$ cat src/hdl/iase_pkg.sv
`timescale 1ns / 1ps
// ----------------------------------------------------------------------------
// iase_pkg
// Shared sizes, operation and status codes and the storage request bundle of
// the indexed array stack engine.
// ----------------------------------------------------------------------------
package iase_pkg;

	localparam int DEPTH     = 16;
	localparam int WORD_BITS = 32;

	localparam int ADDR_BITS = (DEPTH > 1) ? $clog2(DEPTH) : 1;
	localparam int CNT_BITS  = $clog2(DEPTH + 1);

	localparam int FUNC_BITS   = 4;
	localparam int INDEX_BITS  = 5;
	localparam int VALUE_BITS  = 32;
	localparam int DATA_BITS   = 32;
	localparam int FILL_BITS   = 5;
	localparam int STATUS_BITS = 2;

	localparam int CMP_BITS = (CNT_BITS > INDEX_BITS) ? CNT_BITS : INDEX_BITS;

	// slave tdata: index, value; master tdata: data_out, fill_count
	localparam int INDEX_LSB    = 0;
	localparam int VALUE_LSB    = INDEX_LSB + INDEX_BITS;
	localparam int S_TDATA_BITS = ((VALUE_LSB + VALUE_BITS + 7) / 8) * 8;
	localparam int DATA_LSB     = 0;
	localparam int FILL_LSB     = DATA_LSB + DATA_BITS;
	localparam int M_TDATA_BITS = ((FILL_LSB + FILL_BITS + 7) / 8) * 8;

	typedef enum logic [FUNC_BITS-1:0] {
		FN_PUSH        = 4'd0,
		FN_POP         = 4'd1,
		FN_BACK        = 4'd2,
		FN_GET         = 4'd3,
		FN_SET         = 4'd4,
		FN_SWAP_BACK   = 4'd5,
		FN_REMOVE_UNORD = 4'd6,
		FN_REMOVE      = 4'd7,
		FN_INSERT      = 4'd8
	} func_t;

	typedef enum logic [STATUS_BITS-1:0] {
		STAT_OK    = 2'd0,
		STAT_EMPTY = 2'd1,
		STAT_RANGE = 2'd2,
		STAT_FULL  = 2'd3
	} status_t;

	typedef struct packed {
		logic                 we;
		logic [ADDR_BITS-1:0] waddr;
		logic [WORD_BITS-1:0] wdata;
		logic [ADDR_BITS-1:0] raddr;
	} mem_req_t;

endpackage

$ cat src/hdl/iase_store.sv
`timescale 1ns / 1ps
// ----------------------------------------------------------------------------
// iase_store
// Entry storage: one write port and one read port with registered read data.
// ----------------------------------------------------------------------------
module iase_store (
	input  logic                        clk,
	input  iase_pkg::mem_req_t          req,
	output logic [iase_pkg::WORD_BITS-1:0] rdata
);
	import iase_pkg::*;

	logic [WORD_BITS-1:0] mem [DEPTH];
	logic [WORD_BITS-1:0] rdata_q;

	always_ff @(posedge clk) begin
		if (req.we) begin
			mem[req.waddr] <= req.wdata;
		end
		rdata_q <= mem[req.raddr];
	end

	assign rdata = rdata_q;

endmodule

$ cat src/hdl/indexed_array_stack_engine.sv
`timescale 1ns / 1ps
// Ordered remove and insert shift the entries between the index and the top,
// one entry moved per cycle through the read and write ports of the storage.
// One item at a time. Reset clears the fill count, the sequencer and the
// result valid flag; entry storage and result data are not cleared.
// ----------------------------------------------------------------------------
// indexed_array_stack_engine
// Fixed-capacity array with fill count, driven by a small sequencer over one
// storage port pair.
// ----------------------------------------------------------------------------
module indexed_array_stack_engine (
	input  logic                              clk,
	input  logic                              arst_n,
	input  logic                              s_axis_tvalid,
	output logic                              s_axis_tready,
	input  logic [iase_pkg::S_TDATA_BITS-1:0] s_axis_tdata,  // index, value
	input  logic [iase_pkg::FUNC_BITS-1:0]    s_axis_tuser,  // func
	output logic                              m_axis_tvalid,
	input  logic                              m_axis_tready,
	output logic [iase_pkg::M_TDATA_BITS-1:0] m_axis_tdata,  // data_out, fill_count
	output logic [iase_pkg::STATUS_BITS-1:0]  m_axis_tuser   // status
);
	import iase_pkg::*;

	typedef enum logic [3:0] {
		S_IDLE,
		S_RD_CAP,
		S_SW_RD2,
		S_SW_WR1,
		S_SW_WR2,
		S_UR_CAP,
		S_UR_WR,
		S_RM_CAP,
		S_MOVE,
		S_DONE
	} state_t;

	state_t               state_q;
	func_t                func_q;
	logic [ADDR_BITS-1:0] idx_q;
	logic [WORD_BITS-1:0] val_q;
	logic [WORD_BITS-1:0] hold_q;
	logic [WORD_BITS-1:0] data_q;
	status_t              status_q;
	logic [CNT_BITS-1:0]  fill_q;
	logic [ADDR_BITS-1:0] src_q;
	logic [ADDR_BITS-1:0] dst_q;
	logic [CNT_BITS-1:0]  moves_q;
	logic                 pend_q;
	logic                 out_valid_q;
	logic [DATA_BITS-1:0] out_data_q;
	logic [FILL_BITS-1:0] out_fill_q;
	status_t              out_status_q;

	func_t                in_func;
	logic [INDEX_BITS-1:0] in_index;
	logic [WORD_BITS-1:0] in_word;
	logic [ADDR_BITS-1:0] in_addr;
	logic [CMP_BITS-1:0]  ixx;
	logic [CMP_BITS-1:0]  fillx;
	logic                 in_xfer;
	logic                 full;
	logic                 empty;
	logic                 idx_ge_fill;
	logic                 idx_gt_fill;
	logic                 idx_eq_fill;
	logic [ADDR_BITS-1:0] last_addr;
	logic [ADDR_BITS-1:0] src_step;
	logic [ADDR_BITS-1:0] dst_step;
	logic                 move_up;
	mem_req_t             req;
	logic [WORD_BITS-1:0] rdata;

	assign in_func  = func_t'(s_axis_tuser);
	assign in_index = s_axis_tdata[INDEX_LSB +: INDEX_BITS];
	assign in_word  = WORD_BITS'(s_axis_tdata[VALUE_LSB +: VALUE_BITS]);
	assign in_addr  = ADDR_BITS'(in_index);
	assign ixx      = CMP_BITS'(in_index);
	assign fillx    = CMP_BITS'(fill_q);

	assign s_axis_tready = (state_q == S_IDLE);
	assign in_xfer       = s_axis_tvalid && s_axis_tready;

	assign full        = (fill_q == CNT_BITS'(DEPTH));
	assign empty       = (fill_q == '0);
	assign idx_ge_fill = (ixx >= fillx);
	assign idx_gt_fill = (ixx > fillx);
	assign idx_eq_fill = (ixx == fillx);
	assign last_addr   = ADDR_BITS'(fill_q - CNT_BITS'(1));

	// ordered remove walks upwards, insert walks down from the top
	assign move_up  = (func_q == FN_REMOVE);
	assign src_step = move_up ? src_q + ADDR_BITS'(1) : src_q - ADDR_BITS'(1);
	assign dst_step = move_up ? dst_q + ADDR_BITS'(1) : dst_q - ADDR_BITS'(1);

	// storage port control
	always_comb begin
		req = '0;
		case (state_q)
			S_IDLE: begin
				if (in_xfer) begin
					case (in_func)
						FN_PUSH: begin
							req.we    = !full;
							req.waddr = ADDR_BITS'(fill_q);
							req.wdata = in_word;
						end
						FN_POP, FN_BACK: begin
							req.raddr = last_addr;
						end
						FN_SET: begin
							req.we    = !idx_gt_fill && !(idx_eq_fill && full);
							req.waddr = in_addr;
							req.wdata = in_word;
						end
						default: begin
							req.raddr = in_addr;
						end
					endcase
				end
			end
			S_SW_RD2, S_UR_CAP: begin
				req.raddr = last_addr;
			end
			S_SW_WR1, S_UR_WR: begin
				req.we    = 1'b1;
				req.waddr = idx_q;
				req.wdata = rdata;
			end
			S_SW_WR2: begin
				req.we    = 1'b1;
				req.waddr = last_addr;
				req.wdata = hold_q;
			end
			S_MOVE: begin
				req.raddr = src_q;
				if (pend_q) begin
					req.we    = 1'b1;
					req.waddr = dst_q;
					req.wdata = rdata;
				end else if (moves_q == '0 && func_q == FN_INSERT) begin
					req.we    = 1'b1;
					req.waddr = idx_q;
					req.wdata = val_q;
				end
			end
			default: begin
				req = '0;
			end
		endcase
	end

	iase_store u_store (
		.clk   (clk),
		.req   (req),
		.rdata (rdata)
	);

	always_ff @(posedge clk or negedge arst_n) begin
		if (!arst_n) begin
			state_q     <= S_IDLE;
			fill_q      <= '0;
			pend_q      <= 1'b0;
			moves_q     <= '0;
			out_valid_q <= 1'b0;
		end else begin
			if (m_axis_tready) begin
				out_valid_q <= 1'b0;
			end
			case (state_q)
				S_IDLE: begin
					if (in_xfer) begin
						func_q   <= in_func;
						idx_q    <= in_addr;
						val_q    <= in_word;
						data_q   <= '0;
						status_q <= STAT_OK;
						pend_q   <= 1'b0;
						state_q  <= S_DONE;
						case (in_func)
							FN_PUSH: begin
								if (full) begin
									status_q <= STAT_FULL;
								end else begin
									fill_q <= fill_q + CNT_BITS'(1);
								end
							end
							FN_POP: begin
								if (empty) begin
									status_q <= STAT_EMPTY;
								end else begin
									fill_q  <= fill_q - CNT_BITS'(1);
									state_q <= S_RD_CAP;
								end
							end
							FN_BACK: begin
								if (empty) begin
									status_q <= STAT_EMPTY;
								end else begin
									state_q <= S_RD_CAP;
								end
							end
							FN_GET: begin
								if (idx_ge_fill) begin
									status_q <= STAT_RANGE;
								end else begin
									state_q <= S_RD_CAP;
								end
							end
							FN_SET: begin
								if (idx_gt_fill) begin
									status_q <= STAT_RANGE;
								end else if (idx_eq_fill) begin
									if (full) begin
										status_q <= STAT_FULL;
									end else begin
										fill_q <= fill_q + CNT_BITS'(1);
									end
								end
							end
							FN_SWAP_BACK: begin
								if (idx_ge_fill) begin
									status_q <= STAT_RANGE;
								end else begin
									state_q <= S_SW_RD2;
								end
							end
							FN_REMOVE_UNORD: begin
								if (idx_ge_fill) begin
									status_q <= STAT_RANGE;
								end else begin
									state_q <= S_UR_CAP;
								end
							end
							FN_REMOVE: begin
								if (idx_ge_fill) begin
									status_q <= STAT_RANGE;
								end else begin
									fill_q  <= fill_q - CNT_BITS'(1);
									src_q   <= in_addr + ADDR_BITS'(1);
									dst_q   <= in_addr;
									moves_q <= CNT_BITS'(fillx - ixx - CMP_BITS'(1));
									state_q <= S_RM_CAP;
								end
							end
							FN_INSERT: begin
								if (idx_gt_fill) begin
									status_q <= STAT_RANGE;
								end else if (full) begin
									status_q <= STAT_FULL;
								end else begin
									fill_q  <= fill_q + CNT_BITS'(1);
									src_q   <= last_addr;
									dst_q   <= ADDR_BITS'(fill_q);
									moves_q <= CNT_BITS'(fillx - ixx);
									state_q <= S_MOVE;
								end
							end
							default: begin
								status_q <= STAT_OK;
							end
						endcase
					end
				end
				S_RD_CAP: begin
					data_q  <= rdata;
					state_q <= S_DONE;
				end
				S_SW_RD2: begin
					hold_q  <= rdata;
					state_q <= S_SW_WR1;
				end
				S_SW_WR1: begin
					state_q <= S_SW_WR2;
				end
				S_SW_WR2: begin
					state_q <= S_DONE;
				end
				S_UR_CAP: begin
					data_q  <= rdata;
					state_q <= S_UR_WR;
				end
				S_UR_WR: begin
					fill_q  <= fill_q - CNT_BITS'(1);
					state_q <= S_DONE;
				end
				S_RM_CAP: begin
					data_q  <= rdata;
					state_q <= S_MOVE;
				end
				S_MOVE: begin
					// read one entry ahead, write the previous read behind it
					if (moves_q != '0) begin
						src_q   <= src_step;
						moves_q <= moves_q - CNT_BITS'(1);
					end
					pend_q <= (moves_q != '0);
					if (pend_q) begin
						dst_q <= dst_step;
					end
					if (moves_q == '0 && !pend_q) begin
						state_q <= S_DONE;
					end
				end
				S_DONE: begin
					// hold until the output register is free
					if (!out_valid_q || m_axis_tready) begin
						out_valid_q  <= 1'b1;
						out_data_q   <= DATA_BITS'(data_q);
						out_fill_q   <= FILL_BITS'(fill_q);
						out_status_q <= status_q;
						state_q      <= S_IDLE;
					end
				end
				default: begin
					state_q <= S_IDLE;
				end
			endcase
		end
	end

	assign m_axis_tvalid = out_valid_q;
	assign m_axis_tdata  = M_TDATA_BITS'({out_fill_q, out_data_q});
	assign m_axis_tuser  = out_status_q;

endmodule

$ cat config.mk
export PLATFORM = sky130hd
export DESIGN_NAME = indexed_array_stack_engine
export DESIGN_NICKNAME = d
export VERILOG_FILES = /design/src/hdl/iase_pkg.sv /design/src/hdl/iase_store.sv /design/src/hdl/indexed_array_stack_engine.sv
export SDC_FILE = /design/constraint.sdc
export NUM_CORES = 1
export LEC_CHECK = 0
export ABC_AREA = 1
export BUFFER_PORTS_ARGS = -buffer_cell sky130_fd_sc_hd__buf_2
export CAP_MARGIN = 20
export CORE_ASPECT_RATIO = 1.4
export CORE_UTILIZATION = 26
export CTS_CLUSTER_SIZE = 30
export DETAILED_ROUTE_END_ITERATION = 7
export PLACE_DENSITY_LB_ADDON = 0.08
export RECOVER_POWER = 50
export SYNTH_ARGS = -nofsm -noshare
export SYNTH_HDL_FRONTEND = slang
export SYNTH_SLANG_ARGS = --single-unit
export TNS_END_PERCENT = 20
$ cat constraint.sdc
create_clock -name clk -period 8.4 [get_ports clk]
set_input_delay 1.68 -clock clk [delete_from_list [all_inputs] [get_ports clk]]
set_output_delay 1.68 -clock clk [all_outputs]
set_load 0.05 [all_outputs]
==> results.tsv <==
metric	value	unit
status	complete, but fails checks	
failed_checks	capacitance limit, slew limit	
drive_gt1_frac	0.0645	
slew_viol_final	215	
setup-tns-final	0	ns
drt-vias-per-instance	4.55	
grt_start_max_net_pins	138	
synth_top_family_by_area	simple AND/OR/NAND/NOR gates	
hold_viol	0	
synth_most_common_cell	edfxtp_1	
dr.pass1.iters	5	
netlist.area_leader.share	0.648	
io_pins	92	
die_h	409	µm
finalWirelength	97600	µm
postCtsSetupRepairBufs	0	
powerDensity	359	nW/µm²
synthAdderAreaFrac	0.00845	
fp.dieW	293	µm
clk_latency	0.65	ns
synth_area_per_cell	10.8	µm²
hp-class	reg2reg	
io_buffer_count	85	
core_area	118000	µm²
areaGrowthSynthToFinish	15.1	%
tightest_slew	2.54	ns
synth_area	30800	µm²
synth-edff-count	665	
vias	20800	
maxCapViolCount	7	
antenna_found_initial	4	
fmax	0.165	GHz
grt_pass1_vias	20500	
initial_utilization	0.262	
dp_hpwl	54700	µm
ir_worst_vdd	316	µV
rows	149	
dpl_cell_area	33200	µm²
fin_nets	2982	
clkSinkCount	713	
routed.top_layer	met5	
setup.worst_path.start_class	primary input	
root_buffer	clkbuf_16	
fillers	12000	
htree_levels	3	
crit_type	in2reg	
worst_ep_arrival_time	6.29	ns
synthSimpleGateAreaFrac	0.202	
clk_pin_slew	0.06	ns
synth_compound_gate_area_share	0.0271	
required	8.62	ns
grt_pass1_wl	143000	µm
cp_max_fo	26	
yosysSeqAreaShare	0.682	
p_leak	13.8	nW
gr-usage-all-layers	0.163	
yosys-top-cells-count	edfxtp_1, nand2_1, nand3_1	
route.detailed.drc	0	
syn_inst	2840	
cts_tree	yes	
cts_buffer_depth	3	
skew	0.0262	ns
numCtsBuffers	76	
drtAntennaViolNets	0	
synthArstFlopShare	0.0224	
end_kind	flip-flop	
die-area	120000	µm²
ys_seq_elements	713	
dr_wl_met2	50400	µm
synth_warnings	0	
drt-initial-drc-count	1281	
relSlewSlack	-0.696	
yosys.area.top_type	edfxtp_1	
overflow	0	
gp_congestion	0.812	
fin_crit_sh	0.723	
post_drt_wl_per_cell	21.4	µm
synthXorXnorAreaFrac	0.00483	
ys.flop_type	edfxtp_1	
yosysUniqueCellTypes	40	
setup_viol	0	
drt-met1-wl	41100	µm
fin_crit	6.07	ns
wl_met3	3930	µm
rsz0062_at_grt	no	
hold_buffers	0	
cts-resized-gates	0	
final_area	35400	µm²
r2r_setup_slack	2.71	ns
netlist_top_cells_area	edfxtp_1, nand3_1, nand2_1	
synthMuxAreaShare	0.000690	
==> power by group <==
group / switching [W] / internal, W
Combinational: 0.00328 / 0.00111
Sequential: 0.000191 / 0.00479
Clock: 0.00144 / 0.00190
Total: 0.00491 / 0.00781
==> cell usage in the layout, fill, tap and decap left out, types with 4 or more instances in the layout <==
cell type,Yosys,routed
xnor2_1,7,7
o211ai_1,20,20
nand3b_1,51,51
clkinv_2,0,14
a31oi_1,5,5
buf_12,0,5
inv_2,5,7
o21ai_0,29,29
nor2_1,93,77
clkbuf_16,0,78
edfxtp_1,665,665
clkinv_1,2,13
inv_1,403,401
nor2_4,0,17
clkbuf_8,0,4
a22oi_1,23,23
dfxtp_1,32,32
dfrtp_1,16,16
ha_1,16,16
o2111ai_1,11,10
bufinv_16,0,5
a21oi_1,27,25
o22ai_1,7,7
nand4_1,5,5
nand2_1,621,619
clkbuf_1,22,125
buf_4,6,37
xor2_1,10,10
nor3_1,6,6
nand3_1,610,609
buf_2,123,5
==> worst max-delay path: stages <==
cell,delay [ns]
clkbuf_1,0.86
inv_1,0.46
nor2_1,1.66
clkbuf_1,1.58
==> stage by stage <==
| step | worst slack, ns | hold slack [ns] | power [W] | cells | utilization |
|---|---|---|---|---|---|
| after floorplan | 3.47 | 0.400 | 0.00783 | 2842 | - |
| final | 2.33 | 0.417 | 0.0127 | 4564 | 0.301 |
| after global placement | 2.70 | 0.403 | 0.00952 | 4408 | 0.282 |
| after detailed placement | 2.71 | 0.405 | 0.00957 | 4415 | 0.282 |
| after global routing | 1.79 | 0.425 | 0.0135 | 4562 | 0.301 |
| after CTS | 3.43 | 0.420 | 0.0130 | 4555 | 0.303 |
==> sequential cells by signal, summed over array words and instances, names as in the netlist <==
signal,cells
pend_q,1
u_store.mem,512
hold_q,32
state_q,4
dst_q,4
data_q,32
status_q,2
fill_q,5
idx_q,4
func_q,4
u_store.rdata,32
moves_q,5
m_axis_tuser,2
out_data_q,32
out_fill_q,5
src_q,4
val_q,32
m_axis_tvalid,1
==> layer usage <==
metal / GRT usage / vias up
li1: - / 9780
met5: 0 / -
met4: 0.0491 / 4
met1: 0.199 / 10400
met3: 0.0225 / 129
met2: 0.295 / 440
==> area by class of cell <==
class | instances | area, µm² | share of cell area
clock buffers | 105 | 2090 | 0.0591
repair buffers | 149 | 786 | 0.0222
diodes | 2 | 5.00 | 0.000141
multi-input cells | 1565 | 7710 | 0.217
well taps | 1585 | 1980 | 0.0559
inverters | 410 | 1540 | 0.0434
flip-flops and latches | 713 | 21000 | 0.593
clock inverters | 35 | 323 | 0.00911
==> final timing paths <==
path                            startpoint        endpoint  cells after the start
worst max-delay path                arst_n        val_q[3]                      4
worst min-delay path            data_q[12]  out_data_q[12]                      0
worst max register to register  state_q[2]        val_q[3]                      6
worst min register to register  data_q[12]  out_data_q[12]                      0
max in group asynchronous           arst_n   m_axis_tvalid                      1
min in group asynchronous           arst_n       fill_q[4]                      1
==> cells by family after synthesis <==
group,Yosys count
AND/OR/NAND/NOR,1395
XOR/XNOR,17
adder cells (fa/ha/maj),19
other,1
buffers and inverters,564
multiplexers,2
flip-flops,713
AO/OA/AOI/OAI,129
Power figures use the tool's default switching activity.
